### src/rtl/core/sorted_list_insert_defines.svh
// ----------------------------------------------------------------------------
// sorted_list_insert_defines : assertion macros
// Shared concurrent assertion wrappers for the sorted list blocks.
// ----------------------------------------------------------------------------
`ifndef SORTED_LIST_INSERT_DEFINES_SVH
`define SORTED_LIST_INSERT_DEFINES_SVH

// Same-cycle implication, disabled while in reset.
`define SLI_ASSERT_NOW(lbl, clk, rst_n, ante, cons) \
    lbl: assert property (@(posedge clk) disable iff (!rst_n) (ante) |-> (cons)) \
        else $error("sorted_list_insert: assertion failed");

// Next-cycle implication, disabled while in reset.
`define SLI_ASSERT_NXT(lbl, clk, rst_n, ante, cons) \
    lbl: assert property (@(posedge clk) disable iff (!rst_n) (ante) |=> (cons)) \
        else $error("sorted_list_insert: assertion failed");

`endif

### src/rtl/core/sli_pkg.sv
// ----------------------------------------------------------------------------
// sli_pkg : sorted list insert package
// Sizes, state encoding and controller/datapath handshake structs.
// ----------------------------------------------------------------------------
`timescale 1ns / 1ps

package sli_pkg;

    localparam int CAPACITY = 16;
    localparam int KEY_BITS = 10;
    localparam int IDX_W    = $clog2(CAPACITY);
    localparam int COUNT_W  = $clog2(CAPACITY + 1);
    localparam int ID_W     = 5;

    typedef enum logic [1:0] {
        ST_IDLE,
        ST_EMIT,
        ST_OVF
    } state_t;

    // controller -> datapath
    typedef struct packed {
        logic insert;
        logic emit_clear;
        logic emit_step;
        logic ovf_sel;
    } cmd_t;

    // datapath -> controller
    typedef struct packed {
        logic full;
        logic last_entry;
    } status_t;

endpackage

### src/rtl/core/sli_if.sv
// ----------------------------------------------------------------------------
// sli_if : stream channels
// Input and output valid/ready channels of the sorted list block.
// ----------------------------------------------------------------------------
`timescale 1ns / 1ps

interface sli_in_if;
    import sli_pkg::*;

    logic                valid;
    logic                ready;
    logic [KEY_BITS-1:0] value;

    modport source (output valid, output value, input ready);
    modport sink   (input valid, input value, output ready);
endinterface

interface sli_out_if;
    import sli_pkg::*;

    logic                valid;
    logic                ready;
    logic [3:0]          position;
    logic [4:0]          entry_id;
    logic [KEY_BITS-1:0] entry_value;
    logic                is_new;
    logic                overflow;
    logic                last;

    modport source (output valid, output position, output entry_id, output entry_value,
                    output is_new, output overflow, output last, input ready);
    modport sink   (input valid, input position, input entry_id, input entry_value,
                    input is_new, input overflow, input last, output ready);
endinterface

### src/rtl/core/sorted_list_insert.sv
// An accepted value is inserted at its accept edge; the first result is offered
//   in the following cycle and the rest follow one per cycle unless stalled.
// A new value is taken only once the readout of the previous list, or its
//   overflow report, is complete.
// Readout of the stored list, one entry per cycle unless stalled, sets the rate.
// Reset (rst_n, async, active low): list empty, identifier counter at one.
// ----------------------------------------------------------------------------
// sorted_list_insert : ascending sorted list with full readout
// Inserts each key ahead of the first entry greater or equal and then streams
// the complete list, smallest first, marking the new entry (overflow if full).
// ----------------------------------------------------------------------------
`timescale 1ns / 1ps

module sorted_list_insert (
    input  logic       clk,
    input  logic       rst_n,
    sli_in_if.sink     in_ch,
    sli_out_if.source  out_ch
);
    import sli_pkg::*;

    // Controller and datapath talk only through cmd and status.
    cmd_t    cmd;
    status_t status;

    // The controller takes one input transaction at a time: ready is high only
    // while no readout is pending. The insert itself is a parallel compare
    // across all stored entries, shifting those greater or equal up by one.
    sli_ctrl u_ctrl (
        .clk       (clk),
        .rst_n     (rst_n),
        .in_valid  (in_ch.valid),
        .in_ready  (in_ch.ready),
        .out_valid (out_ch.valid),
        .out_ready (out_ch.ready),
        .status    (status),
        .cmd       (cmd)
    );

    // Output fields are driven straight from the stored list through the read
    // index, so they hold steady while the output transaction is stalled. On a
    // full list the single overflow transaction carries zeroed entry fields.
    sli_datapath u_dp (
        .clk         (clk),
        .rst_n       (rst_n),
        .cmd         (cmd),
        .status      (status),
        .in_value    (in_ch.value),
        .position    (out_ch.position),
        .entry_id    (out_ch.entry_id),
        .entry_value (out_ch.entry_value),
        .is_new      (out_ch.is_new),
        .overflow    (out_ch.overflow),
        .last        (out_ch.last)
    );

endmodule

### src/rtl/core/sli_ctrl.sv
// ----------------------------------------------------------------------------
// sli_ctrl : sorted list controller
// Sequences insert, list readout and overflow reporting.
// ----------------------------------------------------------------------------
`timescale 1ns / 1ps

module sli_ctrl (
    input  logic             clk,
    input  logic             rst_n,
    input  logic             in_valid,
    output logic             in_ready,
    output logic             out_valid,
    input  logic             out_ready,
    input  sli_pkg::status_t status,
    output sli_pkg::cmd_t    cmd
);
    import sli_pkg::*;

    state_t state_reg;
    state_t state_next;

    always_ff @(posedge clk or negedge rst_n)
    begin
        if (!rst_n)
        begin
            state_reg <= ST_IDLE;
        end
        else
        begin
            state_reg <= state_next;
        end
    end

    // next state
    always_comb
    begin
        state_next = state_reg;
        case (state_reg)
            ST_IDLE:
            begin
                if (in_valid)
                begin
                    state_next = status.full ? ST_OVF : ST_EMIT;
                end
            end
            ST_EMIT:
            begin
                if (out_ready && status.last_entry)
                begin
                    state_next = ST_IDLE;
                end
            end
            ST_OVF:
            begin
                if (out_ready)
                begin
                    state_next = ST_IDLE;
                end
            end
            default:
            begin
                state_next = ST_IDLE;
            end
        endcase
    end

    // outputs
    always_comb
    begin
        in_ready       = 1'b0;
        out_valid      = 1'b0;
        cmd.insert     = 1'b0;
        cmd.emit_clear = 1'b0;
        cmd.emit_step  = 1'b0;
        cmd.ovf_sel    = 1'b0;
        case (state_reg)
            ST_IDLE:
            begin
                in_ready       = 1'b1;
                cmd.insert     = in_valid && !status.full;
                cmd.emit_clear = in_valid;
            end
            ST_EMIT:
            begin
                out_valid     = 1'b1;
                cmd.emit_step = out_ready && !status.last_entry;
            end
            ST_OVF:
            begin
                out_valid   = 1'b1;
                cmd.ovf_sel = 1'b1;
            end
            default:
            begin
                in_ready = 1'b0;
            end
        endcase
    end

endmodule

### src/rtl/core/sli_datapath.sv
// ----------------------------------------------------------------------------
// sli_datapath : sorted list storage and readout
// Parallel-compare insertion into a register list, indexed readout.
// ----------------------------------------------------------------------------
`timescale 1ns / 1ps
`include "sorted_list_insert_defines.svh"

module sli_datapath (
    input  logic                         clk,
    input  logic                         rst_n,
    input  sli_pkg::cmd_t                cmd,
    output sli_pkg::status_t             status,
    input  logic [sli_pkg::KEY_BITS-1:0] in_value,
    output logic [3:0]                   position,
    output logic [4:0]                   entry_id,
    output logic [sli_pkg::KEY_BITS-1:0] entry_value,
    output logic                         is_new,
    output logic                         overflow,
    output logic                         last
);
    import sli_pkg::*;

    logic [KEY_BITS-1:0] key_reg [CAPACITY];
    logic [ID_W-1:0]     id_reg  [CAPACITY];
    logic [COUNT_W-1:0]  count_reg;
    logic [ID_W-1:0]     next_id_reg;
    logic [IDX_W-1:0]    idx_reg;
    logic [IDX_W-1:0]    slot_reg;
    logic [IDX_W-1:0]    slot_next;

    logic [CAPACITY-1:0] gt;        // new key lies above stored entry
    logic [CAPACITY-1:0] ins_here;  // one-hot insert slot
    logic [CAPACITY-1:0] shift_up;  // take the entry below

    always_comb
    begin
        for (int i = 0; i < CAPACITY; i++)
        begin
            gt[i] = (COUNT_W'(i) < count_reg) && (in_value > key_reg[i]);
        end
        for (int i = 0; i < CAPACITY; i++)
        begin
            if (i == 0)
            begin
                ins_here[i] = !gt[i];
                shift_up[i] = 1'b0;
            end
            else
            begin
                ins_here[i] = !gt[i] && gt[i-1];
                shift_up[i] = !gt[i-1];
            end
        end
        slot_next = '0;
        for (int i = 0; i < CAPACITY; i++)
        begin
            if (ins_here[i])
            begin
                slot_next = slot_next | IDX_W'(i);
            end
        end
    end

    // list storage, no reset: entries at or above the count are never read
    always_ff @(posedge clk)
    begin
        if (cmd.insert)
        begin
            for (int i = 0; i < CAPACITY; i++)
            begin
                if (ins_here[i])
                begin
                    key_reg[i] <= in_value;
                    id_reg[i]  <= next_id_reg;
                end
                else if (shift_up[i])
                begin
                    // entry 0 never shifts; the clamp keeps the index in range
                    key_reg[i] <= key_reg[(i > 0) ? i - 1 : 0];
                    id_reg[i]  <= id_reg[(i > 0) ? i - 1 : 0];
                end
            end
            slot_reg <= slot_next;
        end
    end

    always_ff @(posedge clk or negedge rst_n)
    begin
        if (!rst_n)
        begin
            count_reg   <= '0;
            next_id_reg <= ID_W'(1);
            idx_reg     <= '0;
        end
        else
        begin
            if (cmd.insert)
            begin
                count_reg   <= count_reg + COUNT_W'(1);
                next_id_reg <= next_id_reg + ID_W'(1);
            end
            if (cmd.emit_clear)
            begin
                idx_reg <= '0;
            end
            else if (cmd.emit_step)
            begin
                idx_reg <= idx_reg + IDX_W'(1);
            end
        end
    end

    assign status.full       = (count_reg >= COUNT_W'(CAPACITY));
    assign status.last_entry = ((COUNT_W'(idx_reg) + COUNT_W'(1)) == count_reg);

    assign position    = cmd.ovf_sel ? 4'd0 : 4'(idx_reg);
    assign entry_id    = cmd.ovf_sel ? 5'd0 : 5'(id_reg[idx_reg]);
    assign entry_value = cmd.ovf_sel ? '0 : key_reg[idx_reg];
    assign is_new      = !cmd.ovf_sel && (idx_reg == slot_reg);
    assign overflow    = cmd.ovf_sel;
    assign last        = cmd.ovf_sel || status.last_entry;

    `SLI_ASSERT_NOW(a_count_bound, clk, rst_n, 1'b1, count_reg <= COUNT_W'(CAPACITY))
    `SLI_ASSERT_NOW(a_slot_onehot, clk, rst_n, cmd.insert, $onehot(ins_here))
    `SLI_ASSERT_NXT(a_count_inc, clk, rst_n, cmd.insert, count_reg == $past(count_reg) + COUNT_W'(1))

endmodule
### src/flat_wrapper.sv
// flat-port wrapper written by rule: the top's interface ports become plain ports
module sorted_list_insert_flat import sli_pkg::*;
  (clk, rst_n, in_ch_valid, in_ch_value, in_ch_ready, out_ch_valid, out_ch_position, out_ch_entry_id, out_ch_entry_value, out_ch_is_new, out_ch_overflow, out_ch_last, out_ch_ready);
  sli_in_if in_ch_i ();
  sli_out_if out_ch_i ();
  input  logic clk;
  input  logic rst_n;
  input wire logic [$bits(in_ch_i.valid)-1:0] in_ch_valid;
  input wire logic [$bits(in_ch_i.value)-1:0] in_ch_value;
  output wire logic [$bits(in_ch_i.ready)-1:0] in_ch_ready;
  output wire logic [$bits(out_ch_i.valid)-1:0] out_ch_valid;
  output wire logic [$bits(out_ch_i.position)-1:0] out_ch_position;
  output wire logic [$bits(out_ch_i.entry_id)-1:0] out_ch_entry_id;
  output wire logic [$bits(out_ch_i.entry_value)-1:0] out_ch_entry_value;
  output wire logic [$bits(out_ch_i.is_new)-1:0] out_ch_is_new;
  output wire logic [$bits(out_ch_i.overflow)-1:0] out_ch_overflow;
  output wire logic [$bits(out_ch_i.last)-1:0] out_ch_last;
  input wire logic [$bits(out_ch_i.ready)-1:0] out_ch_ready;
  assign in_ch_i.valid = in_ch_valid;
  assign in_ch_i.value = in_ch_value;
  assign in_ch_ready = in_ch_i.ready;
  assign out_ch_valid = out_ch_i.valid;
  assign out_ch_position = out_ch_i.position;
  assign out_ch_entry_id = out_ch_i.entry_id;
  assign out_ch_entry_value = out_ch_i.entry_value;
  assign out_ch_is_new = out_ch_i.is_new;
  assign out_ch_overflow = out_ch_i.overflow;
  assign out_ch_last = out_ch_i.last;
  assign out_ch_i.ready = out_ch_ready;
  sorted_list_insert u_core (.clk(clk), .rst_n(rst_n), .in_ch(in_ch_i), .out_ch(out_ch_i));
endmodule
### config.mk
export PLATFORM = sky130hd
export DESIGN_NAME = sorted_list_insert_flat
export DESIGN_NICKNAME = d
export VERILOG_FILES = /design/src/rtl/core/sli_pkg.sv /design/src/rtl/core/sli_if.sv /design/src/rtl/core/sorted_list_insert.sv /design/src/rtl/core/sli_ctrl.sv /design/src/rtl/core/sli_datapath.sv /design/src/flat_wrapper.sv
export VERILOG_INCLUDE_DIRS = /design/src /design/src/rtl/core
export SDC_FILE = /design/constraint.sdc
export NUM_CORES = 1
export LEC_CHECK = 0
export BUFFER_PORTS_ARGS = -buffer_cell sky130_fd_sc_hd__buf_2
export CORE_UTILIZATION = 41
export CTS_BUF_LIST = sky130_fd_sc_hd__clkbuf_4
export CTS_CLUSTER_DIAMETER = 150
export CTS_CLUSTER_SIZE = 40
export DETAILED_ROUTE_END_ITERATION = 12
export GPL_TIMING_DRIVEN = 0
export SLEW_MARGIN = 20
export SYNTH_ARGS = -nofsm -noshare
export SYNTH_HDL_FRONTEND = slang
export SYNTH_HIERARCHICAL = 1
export SYNTH_SLANG_ARGS = --single-unit
export TNS_END_PERCENT = 5
### constraint.sdc
create_clock -name clk -period 4 [get_ports clk]
set_input_delay 0.8 -clock clk [delete_from_list [all_inputs] [get_ports clk]]
set_output_delay 0.8 -clock clk [all_outputs]
set_load 0.05 [all_outputs]
==> flow_summary.yaml, run 1 <==
outcome:
  status: "finished, final reports clean"
cts:
  cts_buffers: 10
  clock_latency_ns: 0.80
  cts_tree: "done"
  htreeDepth: 1
  clk_pin_slew_worst_paths_ns: 0.38
  clock-sinks: 260
  cts_buffer_depth: 3
  root_buffer: "clkbuf_4"
sta:
  fin_crit_ns: 3.97
  slew_violations: 0
  max_clock_freq_ghz: 0.252
  fin_crit_sh: 0.994
  rsz0062_at_grt: "true"
  slew_headroom: 0.419
  tightest_slew_ns: 0.869
  setup-violations-final: 0
  hold_viol: 0
  fin_skew_ns: 0.0816
  fin_ws_ns: 0.0255
worst_setup_path:
  cp.arrival_ns: 3.17
  worstSetupEndpointType: "output port"
  critPathKind: "reg2out"
  cp.required_ns: 3.20
  critical_path.startpoint_type: "flop"
  path_max_fanout: 10
routing:
  num_vias: 11400
  ant_nets: 0
  drt_iter0_markers: 929
  avgRoutedWirePerCell_um: 25.2
  first_pass_iters: 5
  drt-vias-per-instance: 5.85
  post-route-drc-count: 0
  wl_mm: 49.0
power:
  cellLeakagePower_uw: 0.00775
  ir_drop_mv: 0.753
  power_density_nw_per_um2: 796
  p_total_uw: 15000
cells_and_area:
  layout.nets: 1580
  area_delta_synth_final_pct: 6.42
  largest_reg_flops: 160
  mostFrequentLayoutCells: "edfxtp_1, mux2_2, inv_1"
  layout_commonest_cell: "edfxtp_1"
  drive_gt1_frac: 0.302
logic_synthesis:
  synth_enable_flop_cells: 244
  ys_seq_area_frac: 0.437
  syn_nets: 1529
  netlist_instances: 1349
  ys.flop_type: "edfxtp_1"
  syn_area_per_cell_sq_um: 13.1
  synthArstFlopShare: 0.0615
  ys.warnings.count: 6
  ys_seq_elements: 260
  synthesis.area_sq_um: 17700
  synth_cell_type_count: 71
hold_path:
  min_path_type: "in2reg"
global_routing:
  overflow: 0
  grt_pass1_vias: 11300
  grt_pass1_wl_mm: 73.3
  grt_antenna_before_repair: 3
  grt_usage: 0.224
  grt_max_degree: 42
die:
  fp.dieArea_sq_um: 43900
  coreArea_sq_um: 42200
  io_pins: 38
  start_util: 0.418
  die_x_um: 210
  rows: 75
  fp.dieH_um: 210
placed_design:
  portBuffers: 37
  dp_hpwl_mm: 38.0
  pre_cts_slack_ns: -0.880
  gp_congestion: 0.896
flow_run:
  drv_cap: 0
[kinds of logic after synthesis]
logic type	count (synthesis)	share of synthesized area
muxes	300	0.247
DFF	260	0.437
buffers and inverters	238	0.0599
and+or+nand+nor	190	0.0581
AOI/OAI and AO/OA	176	0.0707
adders and majority gates	166	0.118
xor gates and xnor gates	19	0.00942
[through the flow]
stage	TNS (ns)	std cells	utilization	cell area, sq um	hold WS, ns
after floorplan	0	1349	-	17700	0.423
after global placement	-110.63	1925	0.439	18500	0.518
after detailed placement	-107.05	1926	0.439	18500	0.523
after CTS	-0.0108	1943	0.444	18800	0.314
after global routing	-0.561	1944	0.445	18800	0.294
final	0	1944	0.445	18800	0.351
[area by class of cell]
| type | count | area (sq um) |
|---|---|---|
| multi-input cells | 851 | 8900 |
| well taps | 539 | 674 |
| diodes | 1 | 2.50 |
| clock inverters | 2 | 23.8 |
| fillers | 3840 | 23400 |
| inverters | 169 | 634 |
| repair buffers | 39 | 225 |
| clock buffers | 14 | 105 |
| flip-flops and latches | 260 | 7730 |
| plain buffers | 69 | 505 |
[critical path, stage by stage, from the launching register on]
cell	delay, ns
dfrtp_2	0.50
buf_12	0.18
buf_12	0.19
mux4_2	0.58
mux4_2	0.54
nor2b_1	0.16
buf_2	0.24
[Yosys cell counts (all sizes together) (3+ instances only)]
cell type / number / area share
o21ai: 33 / 0.010
a21o: 36 / 0.015
a22oi: 3 / 0.0016
buf: 47 / 0.019
nand3: 8 / 0.0023
a2111oi: 3 / 0.0025
a31oi: 8 / 0.0028
mux2: 220 / 0.15
nand4: 30 / 0.011
xor2: 7 / 0.0035
edfxtp: 244 / 0.41
nor3: 6 / 0.0017
nor2b: 27 / 0.0096
mux4: 75 / 0.096
xnor2: 12 / 0.0059
inv: 169 / 0.036
clkbuf: 22 / 0.0047
and4: 8 / 0.0040
and2: 5 / 0.0018
nand2: 62 / 0.015
a21oi: 41 / 0.012
a211oi: 12 / 0.0054
mux2i: 5 / 0.0028
dfrtp: 15 / 0.021
nand2b: 15 / 0.0057
ha: 166 / 0.12
o21a: 4 / 0.0017
o31ai: 3 / 0.0013
nor2: 23 / 0.0049
a221o: 4 / 0.0023
a32o: 4 / 0.0023
[power by group]
| group | switching, uW | internal, uW | leakage, uW |
|---|---|---|---|
| clock | 829 | 173 | 0.0000719 |
| combinational | 4670 | 3500 | 0.00518 |
| sequential | 952 | 4840 | 0.00249 |
| total | 6460 | 8520 | 0.00775 |
[final timing paths]
path	endpoint	depth (start not counted)	from	slack [ns]
min in group asynchronous	u_core/u_dp/count_reg[2]	2	rst_n	0.44
max in group asynchronous	u_core/u_dp/idx_reg[1]	2	rst_n	3.19
hold reg to reg	u_core/u_dp/id_reg[13][1]	1	u_core/u_dp/id_reg[12][1]	0.54
hold / removal	u_core/u_dp/key_reg[0][0]	1	in_ch_value[0]	0.35
setup reg to reg	u_core/u_dp/id_reg[9][2]	9	u_core/u_ctrl/state_reg[0]	0.21
setup / recovery	out_ch_entry_value[4]	6	u_core/u_dp/idx_reg[0]	0.03
[per-layer routing]
| metal | global-route usage | part of all wire | vias up |
|---|---|---|---|
| met1 | 0.323 | 0.46 | 5806 |
| met4 | 0.0534 | 0.023 | 2 |
| met5 | 0 | 0.00022 | - |
| li1 | - | - | 5183 |
| met2 | 0.361 | 0.46 | 327 |
| met3 | 0.0244 | 0.051 | 48 |
[timing repair]
| item | in CTS | in global routing |
|---|---|---|
| cloned | 0 | 0 |
| endpoints found under the setup margin | 38 | 47 |
| resized for setup | 37 | 14 |
| hold endpoints to repair | 15 | 0 |
| setup buffers | 0 | 0 |
| hold buffers | 1 | 0 |
No activity file was read; power rests on OpenSTA's default activity.
==> run 2, diff against run 1 <==
--- a/config.mk
+++ b/config.mk
@@ -7,12 +7,13 @@
 export NUM_CORES = 1
 export LEC_CHECK = 0
 export BUFFER_PORTS_ARGS = -buffer_cell sky130_fd_sc_hd__buf_2
-export CORE_UTILIZATION = 41
+export CORE_UTILIZATION = 30
 export CTS_BUF_LIST = sky130_fd_sc_hd__clkbuf_4
 export CTS_CLUSTER_DIAMETER = 150
 export CTS_CLUSTER_SIZE = 40
 export DETAILED_ROUTE_END_ITERATION = 12
 export GPL_TIMING_DRIVEN = 0
+export SKIP_CTS_REPAIR_TIMING = 1
 export SLEW_MARGIN = 20
 export SYNTH_ARGS = -nofsm -noshare
 export SYNTH_HDL_FRONTEND = slang
==> constraint.sdc (replaced) <==
create_clock -name clk -period 4 [get_ports clk]
set_input_delay 0 -clock clk [delete_from_list [all_inputs] [get_ports clk]]
set_output_delay 0 -clock clk [all_outputs]
set_load 0.05 [all_outputs]
==> flow_summary.yaml, run 2 (synthesis results as in run 1) <==
global_routing:
  overflow: 0
  grt_max_degree: 42
  grt_antenna_before_repair: 3
  grt_usage: 0.163
  grt_pass1_wl_mm: 73.7
  grt_pass1_vias: 11300
power:
  intPower_uw: 8540
  power_density_nw_per_um2: 780
  ir_drop_mv: 0.533
  p_total_uw: 15000
  switching_power_uw: 6460
  cellLeakagePower_uw: 0.00781
  power_frac_seq: 0.385
  p_sw_frac: 0.431
  clockPowerShare: 0.072
  combPwrFrac: 0.543
sta:
  fin_crit_ns: 3.91
  hold_viol: 0
  slew_headroom: 0.338
  final.setup.tns_ns: 0
  setup-violations-final: 0
  rsz0062_at_grt: "false"
  fin_ws_ns: 0.0918
  fin_skew_ns: 0.155
  max_clock_freq_ghz: 0.256
  fin_crit_sh: 0.977
  tightest_slew_ns: 0.993
  slew_violations: 0
cells_and_area:
  area_delta_synth_final_pct: 8.84
  drive_gt1_frac: 0.288
  layout.nets: 1602
  mostFrequentLayoutCells: "edfxtp_1, mux2_2, inv_1"
  largest_reg_flops: 160
  layout_commonest_cell: "edfxtp_1"
  num-fill-cells: 5779
  fin_cells: 2192
routing:
  ant_nets: 0
  post-route-drc-count: 0
  drt_iter0_markers: 913
  first_pass_iters: 7
  avgRoutedWirePerCell_um: 22.7
  wl_mm: 49.7
  drt-vias-per-instance: 5.17
  num_vias: 11300
die:
  rows: 88
  io_pins: 38
  coreArea_sq_um: 57900
  start_util: 0.305
  fp.dieArea_sq_um: 59900
  die_x_um: 245
  fp.dieH_um: 245
cts:
  cts_buffers: 10
  htreeDepth: 1
  root_buffer: "clkbuf_4"
  clock-sinks: 260
  cts_tree: "done"
  clock_latency_ns: 0.85
  cts_buffer_depth: 3
  clk_pin_slew_worst_paths_ns: 0.40
outcome:
  status: "finished, final reports clean"
placed_design:
  dp_hpwl_mm: 38.2
  pre_cts_slack_ns: -0.193
  portBuffers: 37
  dp.cells: 2152
  gp_congestion: 0.911
worst_setup_path:
  r2r_start: "u_core/u_dp/idx_reg[1]"
  path_max_fanout: 10
  regToRegSetupSlack_ns: 0.27
  cp.arrival_ns: 3.91
  worstReg2RegEnd: "u_core/u_dp/idx_reg[0]"
  critical_path.startpoint_type: "flop"
  worstSetupEndpointType: "output port"
  critPathKind: "reg2out"
  crit_end: "out_ch_entry_id[4]"
  cp.required_ns: 4.00
  rr_worst_depth: 9
  crit_path_start: "u_core/u_dp/idx_reg[1]"
hold_path:
  min_path_type: "in2reg"
flow_run:
  drv_cap: 0
-- run 2: changes by cell type in the layout (fill, tap and decap cells not counted), moves of 3 or more --
cell	change
buf_4	-4
nand2_2	-3
clkbuf_4	-4
dlygate4sd3_1	+21
nand2_1	+3
buf_1	+8
buf_2	+4
-- run 2: final cells by class --
type | count | area [sq um] | share of cell area
clock inverter | 3 | 57.6 | 0.00299
sequential | 260 | 7730 | 0.402
timing repair buffer | 61 | 437 | 0.0227
multi-input combinational | 851 | 8890 | 0.462
clock buffer | 13 | 97.6 | 0.00507
tap | 765 | 957 | 0.0498
antenna | 1 | 2.50 | 0.000130
buffer | 69 | 428 | 0.0222
inverter | 169 | 634 | 0.0330
-- run 2: through the flow --
step / hold slack (ns) / cell area (sq um) / utilization
after floorplan: -0.296 / 17700 / -
after global placement: -0.0113 / 18800 / 0.325
after detailed placement: -0.00511 / 18800 / 0.325
after CTS: -0.993 / 19000 / 0.328
after global routing: 0.0229 / 19200 / 0.332
final: 0.123 / 19200 / 0.332
-- run 2: power by group through the flow --
stage,logic [uW],clock network (uW),registers (uW)
after global routing,8770,1180,5920
after CTS,8050,1120,5770
after detailed placement,8010,0,5850
final,8150,1070,5780
after floorplan,5850,0,5370
after global placement,7840,0,5810
-- run 2: worst min path at each step --
| stage | startpoint | slack (ns) | depth (start not counted) | endpoint |
|---|---|---|---|---|
| after floorplan | rst_n | -0.30 | 0 | u_core/u_ctrl/state_reg[0] |
| after global placement | rst_n | -0.01 | 1 | u_core/u_dp/idx_reg[3] |
| after detailed placement | rst_n | -0.005 | 1 | u_core/u_dp/idx_reg[2] |
| after CTS | rst_n | -0.99 | 1 | u_core/u_dp/next_id_reg[1] |
| after global routing | in_ch_value[0] | 0.02 | 2 | u_core/u_dp/key_reg[0][0] |
| final | in_ch_value[0] | 0.12 | 3 | u_core/u_dp/key_reg[9][0] |
-- run 2: worst max-delay path: stages (launching register included) --
cell     delay [ns]
dfrtp_1        0.58
buf_2          0.39
buf_1          0.79
mux4_2         0.46
mux4_2         0.52
nor2b_1        0.19
buf_2          0.26
-- run 2: routing by layer --
metal / GRT usage / part of all wire / vias to the layer above
met5: 0 / 0 / -
met4: 0.0388 / 0.026 / 0
met3: 0.0197 / 0.059 / 44
met2: 0.263 / 0.46 / 368
met1: 0.232 / 0.46 / 5689
li1: - / - / 5229
